$ cat src/hdl/ncts_pkg.sv
// types, constants and command decode for the near plane strip clipper
package ncts_pkg;

    localparam int INDEX_BITS      = 16;
    localparam int DEPTH_BITS      = 32;
    localparam int LIMIT_BITS      = 31;
    localparam int QUEUE_DEPTH_DEF = 4;

    localparam logic [LIMIT_BITS-1:0] LIMIT_RESET = LIMIT_BITS'(65536);

    localparam logic KIND_PASS = 1'b0;
    localparam logic KIND_EDGE = 1'b1;

    typedef logic [INDEX_BITS-1:0] index_t;

    typedef struct packed {
        index_t                        vertex_index;
        logic signed [DEPTH_BITS-1:0]  vertex_depth;
        logic                          strip_first;
        logic                          strip_last;
    } in_item_t;

    typedef struct packed {
        logic   command_kind;
        index_t first_vertex;
        index_t second_vertex;
        logic   end_of_strip;
        logic   last_of_run;
    } out_item_t;

    // command sequence chosen by the front end for one vertex
    typedef enum logic [3:0] {
        OP_S_II,
        OP_S_IO,
        OP_S_OI,
        OP_C1,
        OP_C2,
        OP_C3,
        OP_C4,
        OP_C4D,
        OP_C5,
        OP_C6,
        OP_C7
    } op_t;

    typedef struct packed {
        op_t    op;
        index_t cur;
        index_t older;
        index_t newer;
        logic   eos;
    } plan_t;

    typedef struct packed {
        logic  valid;
        plan_t plan;
    } q_push_t;

    typedef struct packed {
        logic full;
        logic empty;
    } q_status_t;

    // number of commands a plan expands into
    function automatic logic [2:0] op_count(input op_t op);
        logic [2:0] n;
        case (op)
            OP_S_II, OP_S_IO, OP_S_OI: n = 3'd2;
            OP_C1, OP_C2, OP_C7:       n = 3'd1;
            OP_C4D:                    n = 3'd4;
            default:                   n = 3'd3;
        endcase
        return n;
    endfunction

    function automatic out_item_t mk_pass(input index_t a, input logic eos);
        out_item_t r;
        r.command_kind  = KIND_PASS;
        r.first_vertex  = a;
        r.second_vertex = '0;
        r.end_of_strip  = eos;
        r.last_of_run   = 1'b0;
        return r;
    endfunction

    function automatic out_item_t mk_edge(input index_t a, input index_t b, input logic eos);
        out_item_t r;
        r.command_kind  = KIND_EDGE;
        r.first_vertex  = a;
        r.second_vertex = b;
        r.end_of_strip  = eos;
        r.last_of_run   = 1'b0;
        return r;
    endfunction

    // command at one step of a plan; last_of_run is left to the caller
    function automatic out_item_t op_cmd(input plan_t p, input logic [1:0] step);
        out_item_t r;
        r = mk_pass(p.cur, 1'b0);
        case (p.op)
            OP_S_II: r = (step == 2'd0) ? mk_pass(p.newer, 1'b0) : mk_pass(p.cur, 1'b0);
            OP_S_IO: r = (step == 2'd0) ? mk_pass(p.newer, 1'b0)
                                        : mk_edge(p.newer, p.cur, 1'b0);
            OP_S_OI: r = (step == 2'd0) ? mk_edge(p.newer, p.cur, 1'b0)
                                        : mk_pass(p.cur, 1'b0);
            OP_C1:   r = mk_edge(p.cur, p.older, 1'b1);
            OP_C2:   r = mk_edge(p.newer, p.cur, p.eos);
            OP_C3: begin
                case (step)
                    2'd0:    r = mk_edge(p.cur, p.older, 1'b0);
                    2'd1:    r = mk_pass(p.newer, 1'b0);
                    default: r = mk_edge(p.newer, p.cur, p.eos);
                endcase
            end
            OP_C4: begin
                case (step)
                    2'd0:    r = mk_edge(p.cur, p.older, 1'b0);
                    2'd1:    r = mk_edge(p.newer, p.cur, 1'b0);
                    default: r = mk_pass(p.cur, p.eos);
                endcase
            end
            OP_C4D: begin
                case (step)
                    2'd0:    r = mk_edge(p.cur, p.older, 1'b0);
                    2'd1:    r = mk_edge(p.cur, p.older, 1'b0);
                    2'd2:    r = mk_edge(p.newer, p.cur, 1'b0);
                    default: r = mk_pass(p.cur, p.eos);
                endcase
            end
            OP_C5: begin
                case (step)
                    2'd0:    r = mk_pass(p.cur, 1'b0);
                    2'd1:    r = mk_edge(p.newer, p.cur, 1'b0);
                    default: r = mk_pass(p.cur, p.eos);
                endcase
            end
            OP_C6: begin
                case (step)
                    2'd0:    r = mk_edge(p.cur, p.older, 1'b0);
                    2'd1:    r = mk_pass(p.newer, 1'b0);
                    default: r = mk_pass(p.cur, p.eos);
                endcase
            end
            OP_C7:   r = mk_pass(p.cur, p.eos);
            default: r = mk_pass(p.cur, 1'b0);
        endcase
        return r;
    endfunction

endpackage

$ cat src/hdl/ncts_front.sv
// front end: vertex classification, strip state and command plan selection
module ncts_front (
    input  logic                                aclk,
    input  logic                                aresetn,
    input  logic                                s_valid,
    output logic                                s_ready,
    input  ncts_pkg::in_item_t                  s_item,
    input  logic                                cfg_valid,
    output logic                                cfg_ready,
    input  logic [ncts_pkg::LIMIT_BITS-1:0]     cfg_depth_limit,
    input  ncts_pkg::q_status_t                 q_status,
    output ncts_pkg::q_push_t                   q_push
);
    import ncts_pkg::*;

    localparam int CMP_BITS = (DEPTH_BITS - 1 > LIMIT_BITS) ? DEPTH_BITS - 1 : LIMIT_BITS;

    localparam logic [2:0] CODE_OLD = 3'b001;
    localparam logic [2:0] CODE_NEW = 3'b010;
    localparam logic [2:0] CODE_CUR = 3'b100;

    typedef enum logic [1:0] {
        PH_IDLE,
        PH_ONE,
        PH_RUN
    } phase_t;

    logic [LIMIT_BITS-1:0] limit_reg;
    index_t                older_reg, older_next;
    index_t                newer_reg, newer_next;
    logic [1:0]            inside_reg, inside_next;
    phase_t                phase_reg, phase_next;
    logic                  odd_reg, odd_next;

    logic                  accept;
    logic                  ins;
    logic [CMP_BITS-1:0]   depth_mag;
    logic [CMP_BITS-1:0]   limit_ext;
    logic [2:0]            code;
    logic                  has_cmds;
    op_t                   op;

    assign cfg_ready = 1'b1;
    assign s_ready   = !q_status.full;
    assign accept    = s_valid && s_ready;

    // inside test: zero depth, or positive and not above the limit
    assign depth_mag = CMP_BITS'(s_item.vertex_depth[DEPTH_BITS-2:0]);
    assign limit_ext = CMP_BITS'(limit_reg);
    always_comb begin
        if (s_item.vertex_depth == '0) begin
            ins = 1'b1;
        end else if (s_item.vertex_depth[DEPTH_BITS-1]) begin
            ins = 1'b0;
        end else begin
            ins = (depth_mag <= limit_ext);
        end
    end

    assign code = {ins, inside_reg};

    // plan selection and strip state update
    always_comb begin
        has_cmds    = 1'b0;
        op          = OP_C7;
        older_next  = older_reg;
        newer_next  = newer_reg;
        inside_next = inside_reg;
        phase_next  = phase_reg;
        odd_next    = odd_reg;
        if (s_item.strip_first || phase_reg == PH_IDLE) begin
            if (s_item.strip_last) begin
                phase_next = PH_IDLE;
                odd_next   = 1'b1;
            end else begin
                newer_next  = s_item.vertex_index;
                inside_next = {1'b0, ins};
                phase_next  = PH_ONE;
                odd_next    = 1'b0;
            end
        end else if (phase_reg == PH_ONE) begin
            has_cmds = inside_reg[0] || ins;
            if (inside_reg[0] && ins) begin
                op = OP_S_II;
            end else if (inside_reg[0]) begin
                op = OP_S_IO;
            end else begin
                op = OP_S_OI;
            end
            inside_next = {ins, inside_reg[0]};
            older_next  = newer_reg;
            newer_next  = s_item.vertex_index;
            phase_next  = s_item.strip_last ? PH_IDLE : PH_RUN;
            odd_next    = 1'b1;
        end else begin
            has_cmds = (code != 3'b000);
            case (code)
                CODE_OLD:                       op = OP_C1;
                CODE_NEW:                       op = OP_C2;
                CODE_OLD | CODE_NEW:            op = OP_C3;
                CODE_CUR:                       op = odd_reg ? OP_C4 : OP_C4D;
                CODE_CUR | CODE_OLD:            op = OP_C5;
                CODE_CUR | CODE_NEW:            op = OP_C6;
                CODE_CUR | CODE_NEW | CODE_OLD: op = OP_C7;
                default:                        op = OP_C7;
            endcase
            inside_next = code[2:1];
            older_next  = newer_reg;
            newer_next  = s_item.vertex_index;
            if (s_item.strip_last) begin
                phase_next = PH_IDLE;
                odd_next   = 1'b1;
            end else begin
                odd_next   = !odd_reg;
            end
        end
    end

    // push toward the back end
    always_comb begin
        q_push.valid      = accept && has_cmds;
        q_push.plan.op    = op;
        q_push.plan.cur   = s_item.vertex_index;
        q_push.plan.older = older_reg;
        q_push.plan.newer = newer_reg;
        q_push.plan.eos   = s_item.strip_last;
    end

    // state registers
    always_ff @(posedge aclk) begin
        if (!aresetn) begin
            limit_reg  <= LIMIT_RESET;
            older_reg  <= '0;
            newer_reg  <= '0;
            inside_reg <= '0;
            phase_reg  <= PH_IDLE;
            odd_reg    <= 1'b1;
        end else begin
            if (cfg_valid && cfg_ready) begin
                limit_reg <= cfg_depth_limit;
            end
            if (accept) begin
                older_reg  <= older_next;
                newer_reg  <= newer_next;
                inside_reg <= inside_next;
                phase_reg  <= phase_next;
                odd_reg    <= odd_next;
            end
        end
    end

endmodule

$ cat src/hdl/ncts_queue.sv
// plan queue between front and back end
module ncts_queue #(
    parameter int DEPTH = ncts_pkg::QUEUE_DEPTH_DEF
) (
    input  logic                  aclk,
    input  logic                  aresetn,
    input  ncts_pkg::q_push_t     q_push,
    input  logic                  pop,
    output ncts_pkg::q_status_t   q_status,
    output ncts_pkg::plan_t       head
);
    import ncts_pkg::*;

    localparam int PTR_W = (DEPTH > 1) ? $clog2(DEPTH) : 1;
    localparam int CNT_W = $clog2(DEPTH + 1);

    plan_t              entry_reg [DEPTH];
    logic [PTR_W-1:0]   wr_ptr_reg;
    logic [PTR_W-1:0]   rd_ptr_reg;
    logic [CNT_W-1:0]   count_reg;
    logic               do_push;
    logic               do_pop;

    assign q_status.full  = (count_reg == CNT_W'(DEPTH));
    assign q_status.empty = (count_reg == '0);
    assign do_push        = q_push.valid && !q_status.full;
    assign do_pop         = pop && !q_status.empty;
    assign head           = entry_reg[rd_ptr_reg];

    // pointer wrap for any depth
    function automatic logic [PTR_W-1:0] bump(input logic [PTR_W-1:0] p);
        return (p == PTR_W'(DEPTH - 1)) ? '0 : p + PTR_W'(1);
    endfunction

    // entry storage
    always_ff @(posedge aclk) begin
        if (do_push) begin
            entry_reg[wr_ptr_reg] <= q_push.plan;
        end
    end

    // pointers and fill count
    always_ff @(posedge aclk) begin
        if (!aresetn) begin
            wr_ptr_reg <= '0;
            rd_ptr_reg <= '0;
            count_reg  <= '0;
        end else begin
            if (do_push) begin
                wr_ptr_reg <= bump(wr_ptr_reg);
            end
            if (do_pop) begin
                rd_ptr_reg <= bump(rd_ptr_reg);
            end
            if (do_push && !do_pop) begin
                count_reg <= count_reg + CNT_W'(1);
            end else if (do_pop && !do_push) begin
                count_reg <= count_reg - CNT_W'(1);
            end
        end
    end

endmodule

$ cat src/hdl/ncts_back.sv
// back end: expands plans into commands through the output register
module ncts_back (
    input  logic                  aclk,
    input  logic                  aresetn,
    input  ncts_pkg::q_status_t   q_status,
    input  ncts_pkg::plan_t       head,
    output logic                  pop,
    output logic                  m_valid,
    input  logic                  m_ready,
    output ncts_pkg::out_item_t   m_item
);
    import ncts_pkg::*;

    logic [1:0]  step_reg;
    logic        m_valid_reg;
    out_item_t   m_item_reg;
    out_item_t   cmd;
    logic        load;
    logic        at_last;

    assign m_valid = m_valid_reg;
    assign m_item  = m_item_reg;

    // current command of the head plan
    assign load    = !q_status.empty && (!m_valid_reg || m_ready);
    assign at_last = ({1'b0, step_reg} == op_count(head.op) - 3'd1);
    assign pop     = load && at_last;

    always_comb begin
        cmd             = op_cmd(head, step_reg);
        cmd.last_of_run = at_last;
    end

    // output payload register
    always_ff @(posedge aclk) begin
        if (load) begin
            m_item_reg <= cmd;
        end
    end

    // output valid and step counter
    always_ff @(posedge aclk) begin
        if (!aresetn) begin
            m_valid_reg <= 1'b0;
            step_reg    <= '0;
        end else begin
            if (load) begin
                m_valid_reg <= 1'b1;
                step_reg    <= at_last ? 2'd0 : step_reg + 2'd1;
            end else if (m_ready) begin
                m_valid_reg <= 1'b0;
            end
        end
    end

endmodule

$ cat src/hdl/near_clip_triangle_strip.sv
// top level of the near plane triangle strip clipper
//
//  channel   dir  handshake              payload
//  s_        in   s_valid / s_ready      in_item_t: one strip vertex
//  m_        out  m_valid / m_ready      out_item_t: one command
//  cfg_      in   cfg_valid / cfg_ready  depth limit, unsigned Q15.16
//
// a vertex is taken every cycle while the plan queue has room; it leaves
// 0 to 4 commands, sent one per cycle from the output register while
// m_ready is high, so the result port sets the sustained vertex rate
// the first command of a vertex passes the plan queue entry, then the output register
// reset is synchronous, active low, and empties the queue; cfg_ready is always high
// m_ready low stalls only the back end until the QUEUE_DEPTH plan queue fills
module near_clip_triangle_strip #(
    parameter int QUEUE_DEPTH = ncts_pkg::QUEUE_DEPTH_DEF
) (
    input  logic                              aclk,
    input  logic                              aresetn,
    input  logic                              s_valid,
    output logic                              s_ready,
    input  ncts_pkg::in_item_t                s_item,
    output logic                              m_valid,
    input  logic                              m_ready,
    output ncts_pkg::out_item_t               m_item,
    input  logic                              cfg_valid,
    output logic                              cfg_ready,
    input  logic [ncts_pkg::LIMIT_BITS-1:0]   cfg_depth_limit
);
    import ncts_pkg::*;

    q_push_t   q_push;
    q_status_t q_status;
    plan_t     head;
    logic      pop;

    // classification and strip state
    ncts_front u_front (
        .aclk            (aclk),
        .aresetn         (aresetn),
        .s_valid         (s_valid),
        .s_ready         (s_ready),
        .s_item          (s_item),
        .cfg_valid       (cfg_valid),
        .cfg_ready       (cfg_ready),
        .cfg_depth_limit (cfg_depth_limit),
        .q_status        (q_status),
        .q_push          (q_push)
    );

    // decoupling queue
    ncts_queue #(
        .DEPTH (QUEUE_DEPTH)
    ) u_queue (
        .aclk     (aclk),
        .aresetn  (aresetn),
        .q_push   (q_push),
        .pop      (pop),
        .q_status (q_status),
        .head     (head)
    );

    // command expansion
    ncts_back u_back (
        .aclk     (aclk),
        .aresetn  (aresetn),
        .q_status (q_status),
        .head     (head),
        .pop      (pop),
        .m_valid  (m_valid),
        .m_ready  (m_ready),
        .m_item   (m_item)
    );

endmodule

$ cat config.mk
export PLATFORM = sky130hd
export DESIGN_NAME = near_clip_triangle_strip
export DESIGN_NICKNAME = d
export VERILOG_FILES = /design/src/hdl/ncts_pkg.sv /design/src/hdl/ncts_front.sv /design/src/hdl/ncts_queue.sv /design/src/hdl/ncts_back.sv /design/src/hdl/near_clip_triangle_strip.sv
export SDC_FILE = /design/constraint.sdc
export NUM_CORES = 1
export LEC_CHECK = 0
export ABC_AREA = 1
export BUFFER_PORTS_ARGS = -buffer_cell sky130_fd_sc_hd__buf_2
export CAP_MARGIN = 20
export CORE_ASPECT_RATIO = 0.9
export CORE_MARGIN = 4
export CORE_UTILIZATION = 35
export DETAILED_ROUTE_END_ITERATION = 6
export HOLD_SLACK_MARGIN = 0.05
export PLACE_DENSITY = 0.6
export SLEW_MARGIN = 20
export SYNTH_ARGS = -nofsm -noshare
export SYNTH_HDL_FRONTEND = slang
export SYNTH_SLANG_ARGS = --single-unit
$ cat constraint.sdc
create_clock -name aclk -period 6.2 [get_ports aclk]
set_input_delay 0.31 -clock aclk [delete_from_list [all_inputs] [get_ports aclk]]
set_output_delay 0.31 -clock aclk [all_outputs]
set_load 0.005 [all_outputs]
Yosys cells after proc, flatten, opt, wreduce, memory -nomap -nowiden. Memory sizes are Yosys's and may differ from the RTL's. A register that Yosys moved wholly into a read port is not among the register bits. Cells that the tools add are included.

Memories kept: 1. Bits in writable memories: 212. Output and inout port bits: 38. Register bits: 113. Input port bits: 86. Logic and storage cells: 130.

Memories: u_queue.entry_reg (words 4, width 53, read ports 1, clocked after memory_dff 1, wr ports 1, line ncts_queue.sv:17) `plan_t entry_reg [DEPTH];`.

Muxes and demuxes: 45. Reduce and logical (&&, ||, !) cells: 34. Equality and inequality tests: 25. Magnitude comparators: 1. $add $sub $neg: 6. Bitwise gates (word level): 1.

Operator list (count): $pmux W35 S11 (1); $pmux W35 S2 (5); $mux W35 (2); $mux W34 (1); $logic_not A32 Y1 (1); $mux W16 (2); $le A31 B31 Y1 (1); $mux W2 (12); $pmux W4 S6 (1); $eq A4 B3 Y1 const B (4); $mux W1 (15); $eq A3 B3 Y1 const B (4); $eq A4 B4 Y1 const B (3); $mux W4 (3); $logic_and A1 B1 Y1 (9); $pmux W3 S3 (1); $eq A4 B2 Y1 const B (2); $add A2 B1 Y2 const B (3); $eq A2 B2 Y1 const B (3); $eq A3 B2 Y1 const B (2); $logic_not A1 Y1 (6); $mux W3 (2); $reduce_and A2 Y1 (3); $reduce_bool A3 Y1 (2); 17 further kinds (24).

Longest topological paths before layout. Gate-level depths: netlist of the first run.

Depth in word-level cells: 12. Depth in mapped cells: 24. Gate-level depth less buffers: 23.

Modules after synthesis. From an unflattened synthesis of the first run, not the netlist that was laid out.

Cells, all modules: 1774. Area total of the unflattened synthesis: 16231.8 µm².

By module, submodules not included: ncts_queue (area each 8533.2 µm², sequential area each 6546.3 µm², instances 1, cells an instance 585); ncts_back (area each 4116.4 µm², sequential area each 1111.1 µm², instances 1, cells an instance 701); ncts_front (area each 3582.2 µm², sequential area each 1361.3 µm², instances 1, cells an instance 488).

Worst setup path after synthesis of the first run. Ideal clock, no wire load.

Kind: register to register. Start point: register u_front.limit_reg[30] (netlist: u_front.limit_ext[30]). End point: memory u_queue.entry_reg[0][0] (netlist name) (enable). Library setup time: 0.464 ns. Period minus slack after synthesis: 4.327 ns. Required time: 5.736 ns. Buffers on the path: 0. Stages on the path, launching flop included: 15. Slack: 1.873 ns. Data arrival time: 3.863 ns. Cell sequence: dfxtp_1 > inv_1 > ha_1 > a21o_1 > nor2_1 > nand3_1 > nor2_1 > nand2_1 > nand2_1 > nand2_1 > nand2_1 > nand2_1 > nand2_1 > inv_1 > nor2_1.

Word-level cells in the longest chain between the ends: 10. Elaborated cells on any way between the ends: 11. Classes of those cells: 1 x order compare; 6 x mux; 4 x reduce/logical.

Ends and longest elaborated chain: start: declaration (line ncts_front.sv:28) `logic [LIMIT_BITS-1:0] limit_reg;`; start signal: assignment (line ncts_front.sv:140) `limit_reg <= cfg_depth_limit;`; $le A31 B31 Y1 (*) (line ncts_front.sv:56) `ins = (depth_mag <= limit_ext);`; $mux W1 (*) (line ncts_front.sv:53) `end else if (s_item.vertex_depth[DEPTH_BITS-1]) begin`; $mux W1 (*) (line ncts_front.sv:51) `if (s_item.vertex_depth == '0) begin`; $reduce_bool A3 Y1 / $logic_or A1 B1 Y1 (equally long branches) (line ncts_front.sv:96, ncts_front.sv:82); $mux W1 (*) (line ncts_front.sv:81) `end else if (phase_reg == PH_ONE) begin`; $mux W1 (*) (line ncts_front.sv:71) `if (s_item.strip_first || phase_reg == PH_IDLE) begin`; $logic_and A1 B1 Y1 (*) (line ncts_front.sv:121) `q_push.valid = accept && has_cmds;`; $logic_and A1 B1 Y1 (*) (line ncts_queue.sv:26) `assign do_push = q_push.valid && !q_status.full;`; named net u_queue.do_push (line ncts_queue.sv:21) `logic do_push;`; $mux W1 (*) (line ncts_queue.sv:37) `if (do_push) begin`; $mux W1 (not written as such) (*) (line ncts_queue.sv:38) `entry_reg[wr_ptr_reg] <= q_push.plan;`; end: declaration (line ncts_queue.sv:17).

Mark *: on every way through the listed nets, which the timed path passes. The rest lies on a longest branch.

==> results.cfg, run 1 <==
[run_status]
status = finished clean

[place]
io_buffers = 122
gp_congestion = 0.836
place_area_sq_um = 16000
place_inst = 2135
dp_hpwl_microns = 25000

[hold_path]
worstHoldStart = cfg_depth_limit[3]
hold_class = primary input to register

[layout]
mostFrequentLayoutCell = nand2_1
largest_register_ffs = 212
layout_common_cells = nand2_1 (311), edfxtp_1 (247), o21ai_0 (166)
final_core_util_pct = 41.5
stdcell_area_sq_um = 17400
area_growth_pct = 16.7
drive_above_1_share_pct = 14.3
fin_nets = 1779
final_cells = 2223
diodes = 0

[die]
chipHeight_microns = 204
core_sq_um = 42000
ios = 124
die_x_microns = 226
start_util_pct = 35.6
dieArea_sq_um = 46100
fp-row-count = 71

[drt]
viasPerCell = 5.20
finalWirelength_microns = 39600
wl_per_cell_microns = 17.8
via_count = 11600
ant_nets = 0
route.detailed.drc = 0
first_iter_violations = 988
first_pass_iters = 6

[global_route]
antenna_found_initial = 0
grt_pass1_wl_microns = 61200
gr-total-overflow = 0
grt_max_degree = 107
grt_pass1_vias = 11100
grt.total_usage_pct = 16.7

[sta]
finalHoldViolCount = 0
tns_ns = 0
final.setup_skew_ns = 0.0195
drv_slew = 0
tightest_slew_ns = 0.900
timing.slew.headroom_pct = 40.0
rsz0062_at_grt = no
setup_viol = 0
max_freq_mhz = 234
post-route-period-util_pct = 68.8
fin_crit_ns = 4.26

[critical_path]
crit_chain = inv_4, nand3_1, nand2_2, a21oi_1, nand2_1, nand4_1, ha_1, xor2_1, nand2_1, nor2_1, nand2_1, inv_2, nand2_2, ha_1, inv_1, fa_1, a21oi_1, o21ai_0, o21ai_0, a21oi_1
critPathSlowestCell = dfxtp_2
crit_path_start_kind = register
critPathRequiredTime_ns = 6.60
slowest_delay_ns = 0.86
crit_type = register to register
critPathArrivalTime_ns = 4.67
crit_fanout = 55
worst-path-buf-inv = 3
crit_family = simple AND/OR/NAND/NOR gates
critical_path.endpoint_type = register

[clocking]
htree_levels = 2
cts_tree = done
cts_buffer_depth = 3
cts_inserted_buffers = 36
path_clk_slew_ns = 0.06
cts_resized = 0
insertion_delay_ns = 0.53
cts_root_buffer = clkbuf_16
clock-sinks = 327

[synth]
syn_avg_cell_area_sq_um = 9.79
ys_warn_count = 0
ys_ff_latch = 327
ys_seq_area_share_pct = 60.3
syn_inst = 1527
netlist_area_sq_um = 14900
syn_nets = 1656
synth.distinct_cells = 44

[power_and_ir_drop]
finalPower_mw = 6.55
p_leak_nw = 6.83
ir_worst_vdd_mv = 0.227
power_density_nw_per_um2 = 375

[run]
maxCapViolCount = 0
-- path summary, 6_finish.rpt --
kind	to	slack, ns	cells after the start
min	u_front.limit_ext[3]$_SDFFE_PN0P_	0.07	3
max	u_queue.count_reg[2]$_SDFFE_PN0P_	1.94	20
max reg2reg	u_queue.count_reg[2]$_SDFFE_PN0P_	1.94	20
min reg2reg	u_front.limit_ext[14]$_SDFFE_PN0P_	0.46	2
-- cells in the mapped netlist --
cell / number / share of area, %
nor2_8: 1 / 0.13
nor2_4: 5 / 0.38
buf_4: 2 / 0.10
o211ai_1: 12 / 0.60
o21ai_1: 17 / 0.57
or2_2: 1 / 0.042
o21ai_0: 166 / 5.6
edfxtp_1: 247 / 50
o21ai_2: 2 / 0.12
nand2_2: 8 / 0.33
nand2_4: 3 / 0.23
o2111ai_1: 8 / 0.47
inv_4: 1 / 0.042
nor2_1: 156 / 3.9
inv_2: 9 / 0.23
buf_2: 16 / 0.54
a211oi_1: 2 / 0.10
nor4_1: 8 / 0.33
buf_1: 3 / 0.075
inv_1: 108 / 2.7
conb_1: 1 / 0.025
clkbuf_1: 47 / 1.2
o22ai_1: 51 / 2.1
nand3_1: 89 / 3.0
a21oi_2: 2 / 0.12
clkinv_1: 2 / 0.050
nand3b_4: 1 / 0.13
nand2_1: 311 / 7.8
a32o_1: 2 / 0.13
fa_1: 1 / 0.13
a21o_1: 2 / 0.10
inv_6: 1 / 0.059
dfxtp_1: 80 / 11
xor2_1: 2 / 0.12
nor3_1: 10 / 0.33
a31oi_1: 12 / 0.50
buf_6: 5 / 0.38
a21oi_1: 75 / 2.5
nand3_2: 3 / 0.20
nor2_2: 3 / 0.13
nand4_1: 8 / 0.33
a31oi_4: 1 / 0.14
ha_1: 42 / 3.5
o221ai_4: 1 / 0.18
-- where the power goes --
group	internal, mW	leakage (nW)	switching, mW
logic	0.522	3.36	1.19
registers	2.66	2.92	0.118
clock network	1.20	0.544	0.854
-- cell type report --
type,count,area [sq um]
clock buffers,45,935
clock inverters,19,196
fillers,4046,24600
inverters,121,462
multi-input cells,1006,5180
flip-flops and latches,327,9020
well taps,547,684
repair buffers,158,958
-- per-stage QoR --
stage,setup WS [ns],hold slack [ns]
after detailed placement,1.91,0.455
after global placement,1.95,0.449
after global routing,1.52,0.0744
after floorplan,1.87,0.409
final,1.94,0.0670
after CTS,1.90,0.0511
-- cell families (layout without fill, tap and decap cells) --
group / Yosys count / in the layout / synth area share (%)
adders and majority gates: 43 / 43 / 3.65
DFF: 327 / 327 / 60.3
AOI/OAI and AO/OA: 353 / 353 / 13.2
xor gates and xnor gates: 2 / 2 / 0.117
buffers and inverters: 194 / 343 / 5.36
and+or+nand+nor: 607 / 607 / 17.3
other: 1 / 1 / 0.0251
-- layer usage --
layer | part of all wire [%] | up-vias | track usage (%)
li1 | - | 5579 | -
met1 | 43 | 5449 | 22.7
met2 | 46 | 454 | 27.3
met3 | 8.3 | 70 | 3.03
met4 | 2.9 | 0 | 5.16
met5 | 0 | - | 0
-- tightest hold or removal path: cells and delay by family --
| family | cells | cell delay, ns |
|---|---|---|
| AOI/OAI and AO/OA | 2 | 0.18 |
| buffers and inverters | 1 | 0.07 |
-- what timing repair did --
item,CTS,global route
endpoints found under the setup margin,0,0
hold buffers,23,0
hold endpoints to repair,73,0
buffers inserted,0,0
No activity file was read; power rests on OpenSTA's default activity.
==> inputs of run 2 (changes only) <==
--- a/config.mk
+++ b/config.mk
@@ -13,7 +13,7 @@
 export CORE_UTILIZATION = 35
 export DETAILED_ROUTE_END_ITERATION = 6
 export HOLD_SLACK_MARGIN = 0.05
-export PLACE_DENSITY = 0.6
+export PLACE_DENSITY = 0.62
 export SLEW_MARGIN = 20
 export SYNTH_ARGS = -nofsm -noshare
 export SYNTH_HDL_FRONTEND = slang
==> constraint.sdc (replaced) <==
create_clock -name aclk -period 3.9 [get_ports aclk]
set_input_delay 0.195 -clock aclk [delete_from_list [all_inputs] [get_ports aclk]]
set_output_delay 0.195 -clock aclk [all_outputs]
set_load 0.005 [all_outputs]
==> run 2 against run 1 <==
Effect of this change:
- critical path type unchanged
- clock power rose by 69%
- highest routed layer unchanged
- via count is 1.5% higher
- first-iteration DRC count is 11% higher
- non-clock buffer count up 39
- critical endpoint unchanged
==> results.cfg, run 2 (synthesis gave the netlist of run 1 again) <==
[drt]
route.detailed.drc = 0
ant_nets = 0
first_iter_violations = 1092
viasPerCell = 5.17
finalWirelength_microns = 39600
first_pass_iters = 5
wl_per_cell_microns = 17.5
via_count = 11700

[clocking]
clock-sinks = 327
path_clk_slew_ns = 0.06
cts_inserted_buffers = 37
cts_tree = done
insertion_delay_ns = 0.54
cts_buffer_depth = 3
htree_levels = 2
cts_root_buffer = clkbuf_16

[critical_path]
crit_path_start_kind = register
critPathRequiredTime_ns = 4.33
worst-path-buf-inv = 3
r2r-end = u_queue.count_reg[2]$_SDFFE_PN0P_
crit_chain = inv_6, nand2_1, nand3_1, nand2_2, a21oi_1, nand2_1, nand4_1, ha_1, xor2_1, nand2_1, nor2_1, nand2_1, inv_2, nand2_2, ha_1, inv_1, fa_1, a21oi_1, o21ai_0, o21ai_0, a21oi_1
critPathSlowestCell = fa_1
critPathArrivalTime_ns = 3.69
reg2reg_depth = 21
r2r_setup_slack_ns = 0.64
critPathMostFrequentCell = nand2_1
slowest_delay_ns = 0.43
critical_path.endpoint_type = register
crit_family = simple AND/OR/NAND/NOR gates
crit_type = register to register
crit_fanout = 11

[power_and_ir_drop]
p_leak_nw = 7.05
ir_worst_vdd_mv = 0.351
p_seq_share_pct = 41.2
p_sw_mw = 3.45
p_int_mw = 7.20
pwr-share-comb_pct = 26.1
power_density_nw_per_um2 = 594
finalPower_mw = 10.6
switching_share_pct = 32.4
clock_power_share_pct = 32.7

[layout]
largest_register_ffs = 212
fillerInstances = 3972
area_growth_pct = 19.9
layout_common_cells = nand2_1 (311), edfxtp_1 (247), o21ai_0 (166)
final_core_util_pct = 42.7
mostFrequentLayoutCell = nand2_1
drive_above_1_share_pct = 14.4
fin_nets = 1819

[sta]
fin_crit_ns = 3.26
max_freq_mhz = 306
final.setup_skew_ns = 0.0251
timing.slew.headroom_pct = 44.5
post-route-period-util_pct = 83.7
finalHoldViolCount = 0
setup_viol = 0
drv_slew = 0
tightest_slew_ns = 0.831
rsz0062_at_grt = no

[place]
gp_congestion = 0.847
dp_hpwl_microns = 25100
io_buffers = 122

[hold_path]
min_to = u_front.inside_reg[1]$_SDFFE_PN0P_
worstHoldStart = aresetn
hold_class = primary input to register
holdPathStages = 3

[global_route]
grt_pass1_vias = 11400
grt_pass1_wl_microns = 61000
grt.total_usage_pct = 16.7
antenna_found_initial = 1
grt_max_degree = 70
gr-total-overflow = 0

[die]
start_util_pct = 35.6
die_x_microns = 226
core_sq_um = 42000
dieArea_sq_um = 46100
fp-row-count = 71
ios = 124
chipHeight_microns = 204

[run]
maxCapViolCount = 0

[run_status]
status = finished clean
## run 2: how the worst max path moves through the flow
stage                                  startpoint                           endpoint  slack [ns]  depth (start not counted)
2_1_floorplan  u_front.limit_ext[30]$_SDFFE_PN0P_  u_queue.entry_reg[0][0]$_DFFE_PP_       -0.43                         14
3_3_place_gp                             register  u_queue.count_reg[2]$_SDFFE_PN0P_        0.68                         21
3_5_place_dp                             register  u_queue.count_reg[2]$_SDFFE_PN0P_        0.65                         21
4_1_cts                                  register  u_queue.count_reg[2]$_SDFFE_PN0P_        0.64                         21
5_1_grt                                  register  u_queue.count_reg[2]$_SDFFE_PN0P_        0.27                         21
6_report                                 register  u_queue.count_reg[2]$_SDFFE_PN0P_        0.64                         21
## run 2: power groups by stage
stage	logic (mW)	clock network (mW)	registers [mW]
2_1_floorplan	1.74	0	4.46
3_3_place_gp	2.65	0	4.46
3_5_place_dp	2.70	0	4.46
4_1_cts	2.76	3.56	4.39
5_1_grt	3.06	3.71	4.42
6_report	2.78	3.48	4.39
## run 2: tightest hold or removal path: stages
cell and delay [ns]:
buf_2 0.11, clkinv_1 0.21, a21oi_1 0.06
## run 2: metrics by stage
step | cells | TNS [ns] | hold slack (ns) | worst slack [ns] | area [sq um]
final | 2266 | 0 | 0.100 | 0.635 | 17900
after global routing | 2266 | 0 | 0.0997 | 0.273 | 17900
after CTS | 2265 | 0 | 0.0820 | 0.636 | 17900
after detailed placement | 2145 | 0 | 0.430 | 0.652 | 16200
after global placement | 2145 | 0 | 0.427 | 0.682 | 16200
after floorplan | 1527 | -90.56 | 0.294 | -0.427 | 14900
## run 2: area by class of cell
cell class | instances | area [sq um] | area share (%)
Sequential cell | 327 | 9020 | 50.3
Multi-Input combinational cell | 1006 | 5170 | 28.9
Timing Repair Buffer | 197 | 1360 | 7.57
Clock buffer | 52 | 1010 | 5.65
Tap cell | 547 | 684 | 3.82
Inverter | 121 | 462 | 2.58
Clock inverter | 15 | 210 | 1.17
Antenna cell | 1 | 2.50 | 0.0140
## run 2: what timing repair did
action	CTS	global route
gates resized for setup	0	0
hold buffers	53	0
buffers inserted	0	0
endpoints found under the hold margin	116	0
## run 2: per-layer routing
metal | track usage (%) | wire, microns | vias to the layer above
met5 | 0 | 0 | -
met4 | 4.16 | 797 | 0
met3 | 2.86 | 2850 | 68
met2 | 27.9 | 18500 | 450
met1 | 22.6 | 17500 | 5545
li1 | - | - | 5659
